===== config.mk =====
export PLATFORM = sky130hd
export DESIGN_NAME = ring_queue_with_front_insert_core
export DESIGN_NICKNAME = d
export VERILOG_FILES = /design/src/sv/rqfi_pkg.sv /design/src/sv/ring_queue_with_front_insert_core.sv /design/src/sv/rqfi_ctrl.sv /design/src/sv/rqfi_dpath.sv
export SDC_FILE = /design/constraint.sdc
export NUM_CORES = 2
export LEC_CHECK = 0
export BUFFER_PORTS_ARGS = -buffer_cell sky130_fd_sc_hd__buf_2
export CORE_MARGIN = 2
export CORE_UTILIZATION = 40
export DETAILED_ROUTE_END_ITERATION = 6
export SKIP_CTS_REPAIR_TIMING = 1
export SLEW_MARGIN = 20
export SYNTH_ARGS = -nofsm -noshare
export SYNTH_HDL_FRONTEND = slang
export SYNTH_SLANG_ARGS = --single-unit

===== constraint.sdc =====
create_clock -name clock -period 5.7 [get_ports clock]
set_input_delay 0.285 -clock clock [delete_from_list [all_inputs] [get_ports clock]]
set_output_delay 0.285 -clock clock [all_outputs]
set_load 0.1 [all_outputs]

===== src/sv/rqfi_pkg.sv =====
// Shared types and constants for the ring queue with front insert.
// No dependencies; used by rqfi_ctrl, rqfi_dpath and the top level.
package rqfi_pkg;

   localparam int RING_SLOTS_DEF = 64;
   localparam int ENTRY_BITS_DEF = 32;
   localparam int CAP_W          = 6;
   localparam int OCC_W          = 6;
   localparam int CAP_RESET      = 63;

   typedef enum logic [2:0] {
      KIND_PUSH_TAIL  = 3'd0,
      KIND_POP        = 3'd1,
      KIND_PEEK       = 3'd2,
      KIND_PUSH_FRONT = 3'd3,
      KIND_DRAIN      = 3'd4,
      KIND_COUNT      = 3'd5
   } kind_type;

   typedef enum logic [1:0] {
      ST_OK    = 2'd0,
      ST_EMPTY = 2'd1,
      ST_FULL  = 2'd2,
      ST_NULL  = 2'd3
   } status_type;

   // controller -> datapath
   typedef struct packed {
      logic accept;      // take the request beat and do its operation
      logic emit;        // load the result register from the read data
      logic drain_next;  // issue the next drain read
   } cmd_type;

   // datapath -> controller
   typedef struct packed {
      logic needs_read;  // pending request needs a memory read
      logic drain_more;  // drain has entries left after the current one
      logic out_free;    // result register can take a beat this cycle
   } stat_type;

endpackage


===== src/sv/ring_queue_with_front_insert_core.sv =====
// Ring queue with front insert: top level joining sequencer and datapath.
// Non-empty pop, peek and drain, and evicting push front, go through the registered memory
// read; other answered beats fill the result register on accept. Non-reading kinds take
// 1 beat/cycle while results are taken; a reading kind holds off requests until its result
// is loaded. Drain streams 1 entry/cycle, likewise, paced by the single read port.
// Sync reset: empty ring, capacity 63, no sweep. Uses rqfi_pkg, rqfi_ctrl, rqfi_dpath.
module ring_queue_with_front_insert_core #(
   parameter int RING_SLOTS = rqfi_pkg::RING_SLOTS_DEF,
   parameter int ENTRY_BITS = rqfi_pkg::ENTRY_BITS_DEF
) (
   input  logic                        clock,
   input  logic                        reset,
   // request channel
   input  logic                        req_valid,
   output logic                        req_ready,
   input  logic [2:0]                  req_kind,
   input  logic [ENTRY_BITS-1:0]       req_entry_in,
   // response channel
   output logic                        rsp_valid,
   input  logic                        rsp_ready,
   output logic [1:0]                  rsp_status,
   output logic [ENTRY_BITS-1:0]       rsp_entry_out,
   output logic                        rsp_evicted,
   output logic [ENTRY_BITS-1:0]       rsp_evicted_entry,
   output logic [rqfi_pkg::OCC_W-1:0]  rsp_occupancy,
   output logic                        rsp_last,
   // capacity register write
   input  logic                        csr_valid,
   output logic                        csr_ready,
   input  logic [rqfi_pkg::CAP_W-1:0]  csr_data
);

   // cmd: what the sequencer wants done this cycle
   // stat: what the datapath knows about the pending beat and the result register
   rqfi_pkg::cmd_type  cmd;
   rqfi_pkg::stat_type stat;

   // The user must send capacity writes only while the block is quiet; the block does not
   // enforce it; the port never stalls. A write rewinds head and tail to the new ring top.
   assign csr_ready = 1'b1;

   // Sequencer: in idle it takes a request beat whenever the result register is free
   // or being taken this cycle; beats that need a slot memory read go through the read
   // state, where drain keeps issuing one read per delivered entry.
   rqfi_ctrl u_ctrl (
      .clock     (clock),
      .reset     (reset),
      .req_valid (req_valid),
      .req_ready (req_ready),
      .stat      (stat),
      .cmd       (cmd)
   );

   // Datapath: slot memory, pointers modulo capacity+1 (clamped to RING_SLOTS),
   // and the result register that parts the two channels.
   rqfi_dpath #(
      .RING_SLOTS (RING_SLOTS),
      .ENTRY_BITS (ENTRY_BITS)
   ) u_dpath (
      .clock             (clock),
      .reset             (reset),
      .cmd               (cmd),
      .stat              (stat),
      .req_kind          (req_kind),
      .req_entry_in      (req_entry_in),
      .rsp_valid         (rsp_valid),
      .rsp_ready         (rsp_ready),
      .rsp_status        (rsp_status),
      .rsp_entry_out     (rsp_entry_out),
      .rsp_evicted       (rsp_evicted),
      .rsp_evicted_entry (rsp_evicted_entry),
      .rsp_occupancy     (rsp_occupancy),
      .rsp_last          (rsp_last),
      .csr_valid         (csr_valid),
      .csr_data          (csr_data)
   );

endmodule


===== src/sv/rqfi_ctrl.sv =====
// Sequencer for the ring queue: idle/accept and read-result states.
// Depends on rqfi_pkg (cmd_type, stat_type).
module rqfi_ctrl (
   input  logic                clock,
   input  logic                reset,
   input  logic                req_valid,
   output logic                req_ready,
   input  rqfi_pkg::stat_type  stat,
   output rqfi_pkg::cmd_type   cmd
);

   typedef enum logic {
      S_IDLE,
      S_READ
   } state_type;

   state_type state_ff;
   state_type state_in;

   always_comb begin
      cmd       = '0;
      req_ready = 1'b0;
      state_in  = state_ff;
      unique case (state_ff)
         S_IDLE: begin
            req_ready = stat.out_free;
            if (req_valid && stat.out_free) begin
               cmd.accept = 1'b1;
               if (stat.needs_read) begin
                  state_in = S_READ;
               end
            end
         end
         S_READ: begin
            if (stat.out_free) begin
               cmd.emit = 1'b1;
               if (stat.drain_more) begin
                  cmd.drain_next = 1'b1;
               end else begin
                  state_in = S_IDLE;
               end
            end
         end
      endcase
   end

   always_ff @(posedge clock) begin
      if (reset) begin
         state_ff <= S_IDLE;
      end else begin
         state_ff <= state_in;
      end
   end

endmodule


===== src/sv/rqfi_dpath.sv =====
// Datapath of the ring queue: slot memory, head/tail pointers, ring top, result register.
// Depends on rqfi_pkg; driven by rqfi_ctrl through cmd_type / stat_type.
module rqfi_dpath #(
   parameter int RING_SLOTS = rqfi_pkg::RING_SLOTS_DEF,
   parameter int ENTRY_BITS = rqfi_pkg::ENTRY_BITS_DEF
) (
   input  logic                            clock,
   input  logic                            reset,
   input  rqfi_pkg::cmd_type               cmd,
   output rqfi_pkg::stat_type              stat,
   input  logic [2:0]                      req_kind,
   input  logic [ENTRY_BITS-1:0]           req_entry_in,
   output logic                            rsp_valid,
   input  logic                            rsp_ready,
   output logic [1:0]                      rsp_status,
   output logic [ENTRY_BITS-1:0]           rsp_entry_out,
   output logic                            rsp_evicted,
   output logic [ENTRY_BITS-1:0]           rsp_evicted_entry,
   output logic [rqfi_pkg::OCC_W-1:0]      rsp_occupancy,
   output logic                            rsp_last,
   input  logic                            csr_valid,
   input  logic [rqfi_pkg::CAP_W-1:0]      csr_data
);

   localparam int IDX_W   = (RING_SLOTS > 1) ? $clog2(RING_SLOTS) : 1;
   localparam int HW      = (IDX_W + 1 > rqfi_pkg::OCC_W) ? IDX_W + 1 : rqfi_pkg::OCC_W;
   localparam int CW      = (IDX_W + 1 > rqfi_pkg::CAP_W + 1) ? IDX_W + 1
                                                               : rqfi_pkg::CAP_W + 1;
   localparam int CAP_EFF = (rqfi_pkg::CAP_RESET == 0) ? 1 : rqfi_pkg::CAP_RESET;
   localparam int TOP_RST = ((CAP_EFF + 1 > RING_SLOTS) ? RING_SLOTS : CAP_EFF + 1) - 1;
   localparam int OW      = rqfi_pkg::OCC_W;

   logic [ENTRY_BITS-1:0] slot_store_ff [RING_SLOTS];
   logic [ENTRY_BITS-1:0] rd_data_ff;

   logic [IDX_W-1:0] head_ff, head_in, tail_ff, tail_in, top_ff, top_in;
   logic [IDX_W-1:0] remain_ff, remain_in;
   logic             pend_evict_ff, pend_evict_in, pend_drain_ff, pend_drain_in;
   logic [OW-1:0]    pend_occ_ff, pend_occ_in;

   logic                  rsp_valid_ff, rsp_valid_in;
   rqfi_pkg::status_type  rsp_status_ff, rsp_status_in;
   logic [ENTRY_BITS-1:0] rsp_entry_out_ff, rsp_entry_out_in;
   logic                  rsp_evicted_ff, rsp_evicted_in;
   logic [ENTRY_BITS-1:0] rsp_evicted_entry_ff, rsp_evicted_entry_in;
   logic [OW-1:0]         rsp_occupancy_ff, rsp_occupancy_in;
   logic                  rsp_last_ff, rsp_last_in;

   logic                  we, re;
   logic [IDX_W-1:0]      waddr, raddr;
   logic [IDX_W-1:0]      up_head, up_tail, dn_head, dn_tail, top_new;
   logic                  is_empty, is_full, is_null;
   logic [HW-1:0]         held;
   logic [OW-1:0]         occ;
   logic [CW-1:0]         cap_eff, mod_new;
   rqfi_pkg::kind_type    kind;
   logic                  imm;
   rqfi_pkg::status_type  imm_status;
   logic [OW-1:0]         imm_occ;

   // ring arithmetic: indices run 0..top, top = modulus - 1
   always_comb begin
      up_head  = (head_ff == top_ff) ? '0 : head_ff + 1'b1;
      up_tail  = (tail_ff == top_ff) ? '0 : tail_ff + 1'b1;
      dn_head  = (head_ff == '0) ? top_ff : head_ff - 1'b1;
      dn_tail  = (tail_ff == '0) ? top_ff : tail_ff - 1'b1;
      is_empty = (head_ff == tail_ff);
      is_full  = (up_tail == head_ff);
      if (tail_ff >= head_ff) begin
         held = HW'(tail_ff) - HW'(head_ff);
      end else begin
         held = HW'(tail_ff) + HW'(top_ff) + HW'(1) - HW'(head_ff);
      end
      occ      = held[OW-1:0];
      is_null  = (req_entry_in == '0);
      kind     = rqfi_pkg::kind_type'(req_kind);
      // new ring top from a capacity write; zero counts as one, clamp to the store
      cap_eff  = (csr_data == '0) ? CW'(1) : CW'(csr_data);
      mod_new  = cap_eff + CW'(1);
      if (mod_new > CW'(RING_SLOTS)) begin
         mod_new = CW'(RING_SLOTS);
      end
      top_new  = IDX_W'(mod_new - CW'(1));
   end

   // which request beats go through the read state
   always_comb begin
      stat.needs_read = 1'b0;
      unique case (kind)
         rqfi_pkg::KIND_POP,
         rqfi_pkg::KIND_PEEK,
         rqfi_pkg::KIND_DRAIN:      stat.needs_read = !is_empty;
         rqfi_pkg::KIND_PUSH_FRONT: stat.needs_read = is_full;
         default:                   stat.needs_read = 1'b0;
      endcase
      stat.drain_more = pend_drain_ff && (remain_ff != '0);
      stat.out_free   = !rsp_valid_ff || rsp_ready;
   end

   always_comb begin
      head_in              = head_ff;
      tail_in              = tail_ff;
      top_in               = top_ff;
      remain_in            = remain_ff;
      pend_evict_in        = pend_evict_ff;
      pend_drain_in        = pend_drain_ff;
      pend_occ_in          = pend_occ_ff;
      we                   = 1'b0;
      waddr                = head_ff;
      re                   = 1'b0;
      raddr                = up_head;
      rsp_valid_in         = rsp_valid_ff && !rsp_ready;
      rsp_status_in        = rsp_status_ff;
      rsp_entry_out_in     = rsp_entry_out_ff;
      rsp_evicted_in       = rsp_evicted_ff;
      rsp_evicted_entry_in = rsp_evicted_entry_ff;
      rsp_occupancy_in     = rsp_occupancy_ff;
      rsp_last_in          = rsp_last_ff;
      imm                  = 1'b0;
      imm_status           = rqfi_pkg::ST_OK;
      imm_occ              = occ;

      if (cmd.accept) begin
         unique case (kind)
            rqfi_pkg::KIND_PUSH_TAIL: begin
               imm = 1'b1;
               if (is_null) begin
                  imm_status = rqfi_pkg::ST_NULL;
               end else if (is_full) begin
                  imm_status = rqfi_pkg::ST_FULL;
               end else begin
                  we      = 1'b1;
                  waddr   = up_tail;
                  tail_in = up_tail;
                  imm_occ = occ + 1'b1;
               end
            end
            rqfi_pkg::KIND_POP,
            rqfi_pkg::KIND_PEEK: begin
               if (is_empty) begin
                  imm        = 1'b1;
                  imm_status = rqfi_pkg::ST_EMPTY;
                  imm_occ    = '0;
               end else begin
                  re            = 1'b1;
                  raddr         = up_head;
                  pend_evict_in = 1'b0;
                  pend_drain_in = 1'b0;
                  if (kind == rqfi_pkg::KIND_POP) begin
                     head_in     = up_head;
                     pend_occ_in = occ - 1'b1;
                  end else begin
                     pend_occ_in = occ;
                  end
               end
            end
            rqfi_pkg::KIND_PUSH_FRONT: begin
               // head slot is always the open one
               we      = 1'b1;
               waddr   = head_ff;
               head_in = dn_head;
               if (is_full) begin
                  re            = 1'b1;
                  raddr         = tail_ff;
                  tail_in       = dn_tail;
                  pend_evict_in = 1'b1;
                  pend_drain_in = 1'b0;
                  pend_occ_in   = occ;
               end else begin
                  imm     = 1'b1;
                  imm_occ = occ + 1'b1;
               end
            end
            rqfi_pkg::KIND_DRAIN: begin
               if (is_empty) begin
                  imm        = 1'b1;
                  imm_status = rqfi_pkg::ST_EMPTY;
                  imm_occ    = '0;
               end else begin
                  re            = 1'b1;
                  raddr         = up_head;
                  head_in       = up_head;
                  pend_evict_in = 1'b0;
                  pend_drain_in = 1'b1;
                  pend_occ_in   = occ;
                  remain_in     = IDX_W'(held - HW'(1));
               end
            end
            rqfi_pkg::KIND_COUNT: begin
               imm = 1'b1;
            end
            default: begin
               imm = 1'b0;   // unused kinds: beat taken, nothing done
            end
         endcase
         if (imm) begin
            rsp_valid_in         = 1'b1;
            rsp_status_in        = imm_status;
            rsp_entry_out_in     = '0;
            rsp_evicted_in       = 1'b0;
            rsp_evicted_entry_in = '0;
            rsp_occupancy_in     = imm_occ;
            rsp_last_in          = 1'b1;
         end
      end

      if (cmd.emit) begin
         rsp_valid_in         = 1'b1;
         rsp_status_in        = rqfi_pkg::ST_OK;
         rsp_entry_out_in     = pend_evict_ff ? '0 : rd_data_ff;
         rsp_evicted_in       = pend_evict_ff;
         rsp_evicted_entry_in = pend_evict_ff ? rd_data_ff : '0;
         rsp_occupancy_in     = pend_occ_ff;
         rsp_last_in          = !pend_drain_ff || (remain_ff == '0);
      end

      if (cmd.drain_next) begin
         re        = 1'b1;
         raddr     = up_head;
         head_in   = up_head;
         remain_in = remain_ff - 1'b1;
      end

      if (csr_valid) begin
         top_in  = top_new;
         head_in = top_new;
         tail_in = top_new;
      end
   end

   always_ff @(posedge clock) begin
      if (we) begin
         slot_store_ff[waddr] <= req_entry_in;
      end
      if (re) begin
         rd_data_ff <= slot_store_ff[raddr];
      end
   end

   always_ff @(posedge clock) begin
      if (reset) begin
         head_ff      <= IDX_W'(TOP_RST);
         tail_ff      <= IDX_W'(TOP_RST);
         top_ff       <= IDX_W'(TOP_RST);
         rsp_valid_ff <= 1'b0;
      end else begin
         head_ff      <= head_in;
         tail_ff      <= tail_in;
         top_ff       <= top_in;
         rsp_valid_ff <= rsp_valid_in;
      end
   end

   always_ff @(posedge clock) begin
      remain_ff            <= remain_in;
      pend_evict_ff        <= pend_evict_in;
      pend_drain_ff        <= pend_drain_in;
      pend_occ_ff          <= pend_occ_in;
      rsp_status_ff        <= rsp_status_in;
      rsp_entry_out_ff     <= rsp_entry_out_in;
      rsp_evicted_ff       <= rsp_evicted_in;
      rsp_evicted_entry_ff <= rsp_evicted_entry_in;
      rsp_occupancy_ff     <= rsp_occupancy_in;
      rsp_last_ff          <= rsp_last_in;
   end

   assign rsp_valid         = rsp_valid_ff;
   assign rsp_status        = rsp_status_ff;
   assign rsp_entry_out     = rsp_entry_out_ff;
   assign rsp_evicted       = rsp_evicted_ff;
   assign rsp_evicted_entry = rsp_evicted_entry_ff;
   assign rsp_occupancy     = rsp_occupancy_ff;
   assign rsp_last          = rsp_last_ff;

endmodule

# ---- Word-level counts from Yosys, hierarchy flattened
# Memories as Yosys holds them, arrays and structs flattened. A register that Yosys moved wholly into a read port is not among the register bits.
# Cells that the tools add are included.
dict set report word_totals {
  out_inout_bits 77
  memories 1
  mem_bits_ro 0
  ramBits 2048
  elab_cells 183
  latchBits 0
  ff_bits 108
  input_bits 46
}
# name words width rd rd_clocked_by_memory_dff write_ports line_no
set memory_table {}
lappend memory_table {u_dpath.slot_store_ff 64 32 1 1 1 rqfi_dpath.sv:33} ;# logic [ENTRY_BITS-1:0] slot_store_ff [RING_SLOTS];
dict set report op_classes {
  add_sub_neg 14
  eq_ne 20
  reduce_logical 36
  multipliers 0
  magnitude_cmp 2
  n_div 0
  shift 0
  n_mux 94
  bitwise_logic 1
}
# op n
set ops {}
lappend ops {{two-way mux 6 bit} 40}
lappend ops {{two-way mux 32 bit} 6}
lappend ops {{case mux 6 bit (3 select lines)} 3}
lappend ops {{subtractor 6 x 1 -> 6 bit, second input constant} 6}
lappend ops {{zero test 32 bit} 1}
lappend ops {{two-way mux 1 bit} 32}
lappend ops {{adder 6 x 1 -> 6 bit, second input constant} 4}
lappend ops {{equality test 6 bit} 4}
lappend ops {{zero test 6 bit} 4}
lappend ops {{AND reduction 5 bit} 3}
lappend ops {{case mux 6 bit (2 select lines)} 1}
lappend ops {{nonzero test 2 bit} 6}
lappend ops {{subtractor 6 bit} 2}
lappend ops {{case mux 1 bit (2 select lines)} 5}
lappend ops {{nonzero test 3 bit} 3}
lappend ops {{two-way mux 2 bit} 4}
lappend ops {{!= test 2 bit, second input constant} 4}
lappend ops {{!= test 4 bit, second input constant} 2}
lappend ops {{adder 6 x 1 -> 7 bit, second input constant} 1}
lappend ops {{greater-than comparator 7 bit, second input constant} 1}
lappend ops {{adder 6 bit} 1}
lappend ops {{equality test 3 x 2 -> 1 bit, second input constant} 2}
lappend ops {{equality test 3 bit, second input constant} 2}
lappend ops {{>= comparator 6 bit} 1}
lappend ops {{other kinds (19)} 29}

# ---- Longest topological paths before layout
dict set report logic_depth {
  word_depth 11
  mapped_depth 18
  ltp_nobuf 16
}

# ---- Modules after synthesis
# From an unflattened synthesis, not the netlist that was laid out.
dict set report unflattened {
  hier_cells 6492
  hier_area_um2 87266.2
}
# mod area_per_inst_um2 cells_per_inst n_inst
set modules_own_cells {}
lappend modules_own_cells {rqfi_dpath 87172.4 6481 1}
lappend modules_own_cells {rqfi_ctrl 82.6 9 1}
lappend modules_own_cells {ring_queue_with_front_insert_core 11.3 2 1}

# ---- Worst setup path before layout
# Ideal clock, no wire load.
dict set report synth_path {
  path_type {register -> register}
  start {reg u_dpath.tail_ff[0]}
  end {mem u_dpath.slot_store_ff[12][0] (netlist bit) (enable)}
  t_arrival_ns 5.738
  slack_ns -0.499
  n_path_buf 4
  path_stages_with_launch 16
  t_required_ns 5.239
  period_less_slack_ns 6.199
  setup_ns 0.461
  cell_sequence {dfxtp_1 clkbuf_1 inv_1 ha_1 inv_1 a22o_1 a221oi_1 o31ai_4 nor4_2 or4_1 buf_2 buf_2 a21oi_1 or2_2 clkbuf_1 nor3_1}
}
dict set report synth_between {
  elab_chain_len 9
}
# element line_no
set synth_lines {}
lappend synth_lines {{start, declared} rqfi_dpath.sv:36} ;# logic [IDX_W-1:0] head_ff, head_in, tail_ff, tail_in, top_ff, top_in;
lappend synth_lines {{start signal, assigned} rqfi_dpath.sv:243} ;# tail_ff <= IDX_W'(TOP_RST);
lappend synth_lines {{start signal, assigned} rqfi_dpath.sv:248} ;# tail_ff <= tail_in;
lappend synth_lines {{adder 6 x 1 -> 6 bit or equality test 6 bit (tied branches)} rqfi_dpath.sv:64} ;# up_tail = (tail_ff == top_ff) ? '0 : tail_ff + 1'b1;
lappend synth_lines {{two-way mux 6 bit *} rqfi_dpath.sv:64}
lappend synth_lines {{equality test 6 bit} rqfi_dpath.sv:68} ;# is_full = (up_tail == head_ff);
lappend synth_lines {{two-way mux 1 bit} rqfi_dpath.sv:129} ;# end else if (is_full) begin
lappend synth_lines {{two-way mux 1 bit} rqfi_dpath.sv:127} ;# if (is_null) begin
lappend synth_lines {{case mux 1 bit (2 select lines)} rqfi_dpath.sv:124} ;# unique case (kind)
lappend synth_lines {{two-way mux 1 bit} rqfi_dpath.sv:123} ;# if (cmd.accept) begin
lappend synth_lines {{two-way mux 1 bit} rqfi_dpath.sv:232} ;# if (we) begin
lappend synth_lines {{two-way mux 1 bit (implied by the code)} rqfi_dpath.sv:233} ;# slot_store_ff[waddr] <= req_entry_in;
lappend synth_lines {{end, declared} rqfi_dpath.sv:33}
# Every way passes the cells marked *; elsewhere a longest branch is shown, timed or not.

# ---- Worst setup path after layout
dict set report layout_path {
  start {reg u_dpath.tail_ff[0]}
  end {reg u_dpath.rd_data_ff[26], read port of u_dpath.slot_store_ff (data pin)}
}
dict set report layout_between {
  elab_chain_len 7
}
# element line_no
set layout_lines {}
lappend layout_lines {{adder 6 x 1 -> 6 bit or equality test 6 bit (tied branches)} rqfi_dpath.sv:64}
lappend layout_lines {{two-way mux 6 bit} rqfi_dpath.sv:64}
lappend layout_lines {{equality test 6 bit} rqfi_dpath.sv:68}
lappend layout_lines {{two-way mux 1 bit or two-way mux 6 bit (tied branches)} rqfi_dpath.sv:162} ;# if (is_full) begin
lappend layout_lines {{case mux 1 bit (2 select lines) or two-way mux 6 bit (tied branches)} n/a}
lappend layout_lines {{two-way mux 1 bit or two-way mux 6 bit (tied branches)} rqfi_dpath.sv:123}
lappend layout_lines {{two-way mux 1 bit or two-way mux 6 bit (tied branches)} rqfi_dpath.sv:217} ;# if (cmd.drain_next) begin
lappend layout_lines {{end, declared} rqfi_dpath.sv:34} ;# logic [ENTRY_BITS-1:0] rd_data_ff;
# Parallel ways exist; a longest one is shown, timed or not.
# A chain may end at the register's enable or synchronous reset.

==> results summary <==
The flow ran to the end, but the final reports show violations. The checks that failed: negative hold slack. The clock latency of the later-clocked register in the worst-skew pair is 0.88 ns. The worst hold path begins at req_kind[2]. The ratio of total power to cell area came out at 398 nW/um^2. The min-delay analysis places its worst path in the category in -> reg. The critical path starts at u_dpath.tail_ff[0]$_SDFFE_PP1P_. The worst hold slack after final layout came out at -0.0183 ns.

During synthesis, Yosys emitted a total of 0 warnings. The number of buffers between clock root and the deepest sink came out at 3. For this design the static power due to leakage is 34.6 nW. The biggest area contributor in the post-synthesis netlist is edfxtp_1. The post-place setup slack came out at -0.0174 ns. The area of the die came out at 223000 sq um. The netlist uses 63 different library cells. The actual slew at the worst max-slew pin is 1.12 ns.

The max-capacitance violation count is 0. Dividing the detail-routed wire length by the instance count gives 27.0 um. The first global-routing pass estimated 388 mm of wire.

The average via count per standard cell came out at 5.68. The worst setup path is launched from a flip-flop. The initial antenna violation count came out at 23.

The signal on the critical path passes through inv_1, ha_1, inv_1, a22o_1, a221oi_1, o31ai_4, or4_1, o21ai_4, buf_12, buf_4, buf_4, nand2_1, a32oi_1, nand4_1, and4_1, nand4_1. The post-detailed-route DRC marker count is 0. The switching part of the total power is 0.307.

The maximum number of pins on one net before global-route repair came out at 107. The area growth from synthesis to layout is 15.8%. The async set-or-reset flop fraction in the synthesized netlist is 0.

The clock sink count came out at 2188. The post-route worst setup slack is 0.109 ns. For this run, the total global-route usage over all layers was measured as 0.239.

The clock share of power came out at 0.340. The cell at the root of the clock tree is clkbuf_16. The ratio of cells with drive above 1 in the final layout is 0.121. In this run the vertical extent of the chip is 472 um.

The number of placed I/O pins is 123. The maximum vdd drop came out at 297 uV. The row count came out at 171.

The synthesized netlist net count is 6776. The width of the chip came out at 472 um. Yosys attributes the largest share of cell area to edfxtp_1, nand2_1, nand3_1.

Clock-pin slew was measured on the worst setup and hold paths at 0.06 ns. The largest individual stage delay along the critical path comes from the cell dfxtp_1. Synthesis produced a netlist whose cell count is 6696.

The sum of negative setup slack is 0 ns. The count of endpoints failing setup in the final report is 0. TritonCTS created 216 clock buffers. The number of DRC markers in iteration 0 came out at 7954. Wires add up to 271 mm. The number of enable-type register cells in the synthesized netlist is 2166.

The final worst-path cycle share came out at 0.981. Before antenna repair, the detailed router went through 6 iterations. The cell with the most instances after synthesis is edfxtp_1. The HPWL reported at the end of detailed placement came out at 163 mm. The H-tree was split into 4 levels. The worst setup path is of the reg -> reg kind. STA classifies the critical path endpoint as a flip-flop. The tightest slew margin relative to the limit came out at 0.252. By count the netlist is led by edfxtp_1, nand2_1, nand3_1. The initial utilization of the core area, before any placement, comes to 0.403.

Setup repair after global routing left no endpoint under its margin. The biggest fanout along the worst timing path came out at 26. The startpoint identified for the worst register-to-register timing path is u_dpath.tail_ff[0]$_SDFFE_PP1P_. Among all flip-flop cells after synthesis, the most frequent one is edfxtp_1. The area fraction of the dominant cell type after synthesis is 0.743. The floorplan step defined a core boundary enclosing 217000 sq um. The share of total power dissipated in combinational logic is 0.207.

The count of pins over their slew limit came out at 0. The fmax came out at 179 MHz. Summed over all nets, the switching power comes to 12.4 mW.

At the end of routability-driven placement, the weighted congestion stood at 0.880. The overall via count from detail_route is 57.0k. The required arrival time at the worst endpoint came out at 6.38 ns. The relative contribution of sequential cells to total power came out at 0.453.

The via count of the first global-routing pass came out at 53.4k. The endpoint arrival time on the critical path came out at 6.27 ns. The final-report hold violation count is 1.

In this design, the stage delay of the slowest critical-path cell is 0.66 ns. The internal power summed over all cells is 27.9 mW. The final layout contains 7074 nets.

In this run the cell area of the synthesized design comes to 87500 sq um. The number of buffers inserted by port buffering came out at 121. After global routing the overflow that remains totals 0.

The proportion of synthesized chip area in sequential cells came out at 0.748. TritonCTS built the clock tree. Between clock sinks in the finished design, the worst skew comes to 0.0455 ns.

Dividing the synthesized area by the synthesized cell count gives 13.1 sq um. After layout, the minimum clock period comes to 5.59 ns. Synthesis inferred 2188 register bits. In this run the remaining antenna-violating nets after routing total 0.
-- cells in the final DEF (no fill, tap or decap), types with 71 or more instances in the layout --
cell type | synthesis | routed
a31oi_1 | 151 | 149
and2_1 | 71 | 71
buf_12 | 0 | 102
buf_2 | 197 | 121
buf_4 | 7 | 244
clkbuf_16 | 0 | 219
edfxtp_1 | 2166 | 2166
mux2i_1 | 101 | 95
nand2_1 | 1942 | 1942
nand3_1 | 1015 | 1015
nand4_1 | 169 | 169
-- critical path: cells and delay by family, from the launching register on --
family	cells	cell delay, ns
flops	1	0.66
simple gates	5	1.78
fa+ha+maj	1	0.43
buf+inv	5	1.06
compound gates	5	1.38
-- metrics by stage --
stage | cell area (sq um) | cells | total power, mW | utilization | hold slack, ns
final | 101000 | 10000 | 40.3 | 0.466 | -0.0183
after global placement | 94400 | 9611 | 26.8 | 0.434 | 0.466
after detailed placement | 94400 | 9611 | 26.9 | 0.434 | 0.469
after global routing | 101000 | 10000 | 41.5 | 0.466 | 0.00538
after CTS | 101000 | 10000 | 40.4 | 0.465 | -0.341
after floorplan | 87600 | 6696 | 22.8 | - | 0.384
-- metal layers --
layer	vias to the layer above	global-route usage	share of wire
li1	25100	-	-
met1	28600	0.328	0.40
met2	2765	0.380	0.47
met3	433	0.0394	0.087
met4	14	0.0963	0.041
met5	-	0	0.00037
-- final timing paths --
| kind | endpoint | slack [ns] | depth (start not counted) |
|---|---|---|---|
| setup / recovery | u_dpath.rd_data_ff[26]$_DFFE_PP_ | 0.11 | 16 |
| hold / removal | u_dpath.pend_evict_ff$_DFFE_PP_ | -0.02 | 3 |
| setup reg to reg | u_dpath.rd_data_ff[26]$_DFFE_PP_ | 0.11 | 16 |
| hold reg to reg | u_dpath.rsp_status[1]$_SDFFE_PP0P_ | 0.48 | 1 |
-- power groups by stage --
stage	Sequential, mW	Clock, mW	Combinational [mW]
global placement	18.6	0	8.21
detailed placement	18.6	0	8.26
floorplan	18.8	0	4.00
finish	18.3	13.7	8.35
CTS	18.3	13.8	8.29
global route	18.3	14.4	8.79
-- sequential cells by signal, indices dropped and copies added, names as in the netlist, 2 cells and up --
name,flops
u_dpath.slot_store_ff,2048
u_dpath.rd_data_ff,32
u_dpath.rsp_entry_out,32
u_dpath.rsp_evicted_entry,32
u_dpath.head_ff,6
u_dpath.pend_occ_ff,6
u_dpath.remain_ff,6
u_dpath.rsp_occupancy,6
u_dpath.tail_ff,6
u_dpath.top_ff,6
u_dpath.rsp_status,2
-- logic make-up (layout without fill, tap and decap cells) --
family / Yosys count / after routing / share of synthesized area
XOR/XNOR: 54 / 54 / 0.00566
AO/OA/AOI/OAI: 411 / 411 / 0.0320
adder cells (fa/ha/maj): 35 / 35 / 0.00549
flip-flops: 2188 / 2188 / 0.748
buffers and inverters: 454 / 930 / 0.0228
other: 1 / 13 / 0.0000428
AND/OR/NAND/NOR: 3446 / 3446 / 0.173
multiplexers: 107 / 107 / 0.0123
-- layout make-up --
| cell class | instances | area [sq um] |
|---|---|---|
| repair buffers | 486 | 4670 |
| well taps | 2854 | 3570 |
| flip-flops and latches | 2188 | 65500 |
| fillers | 18900 | 116000 |
| diodes | 12 | 30.0 |
| clock inverters | 109 | 932 |
| inverters | 48 | 180 |
| multi-input cells | 4054 | 20700 |
| clock buffers | 287 | 5760 |
No activity file was read; power rests on OpenSTA's default activity.
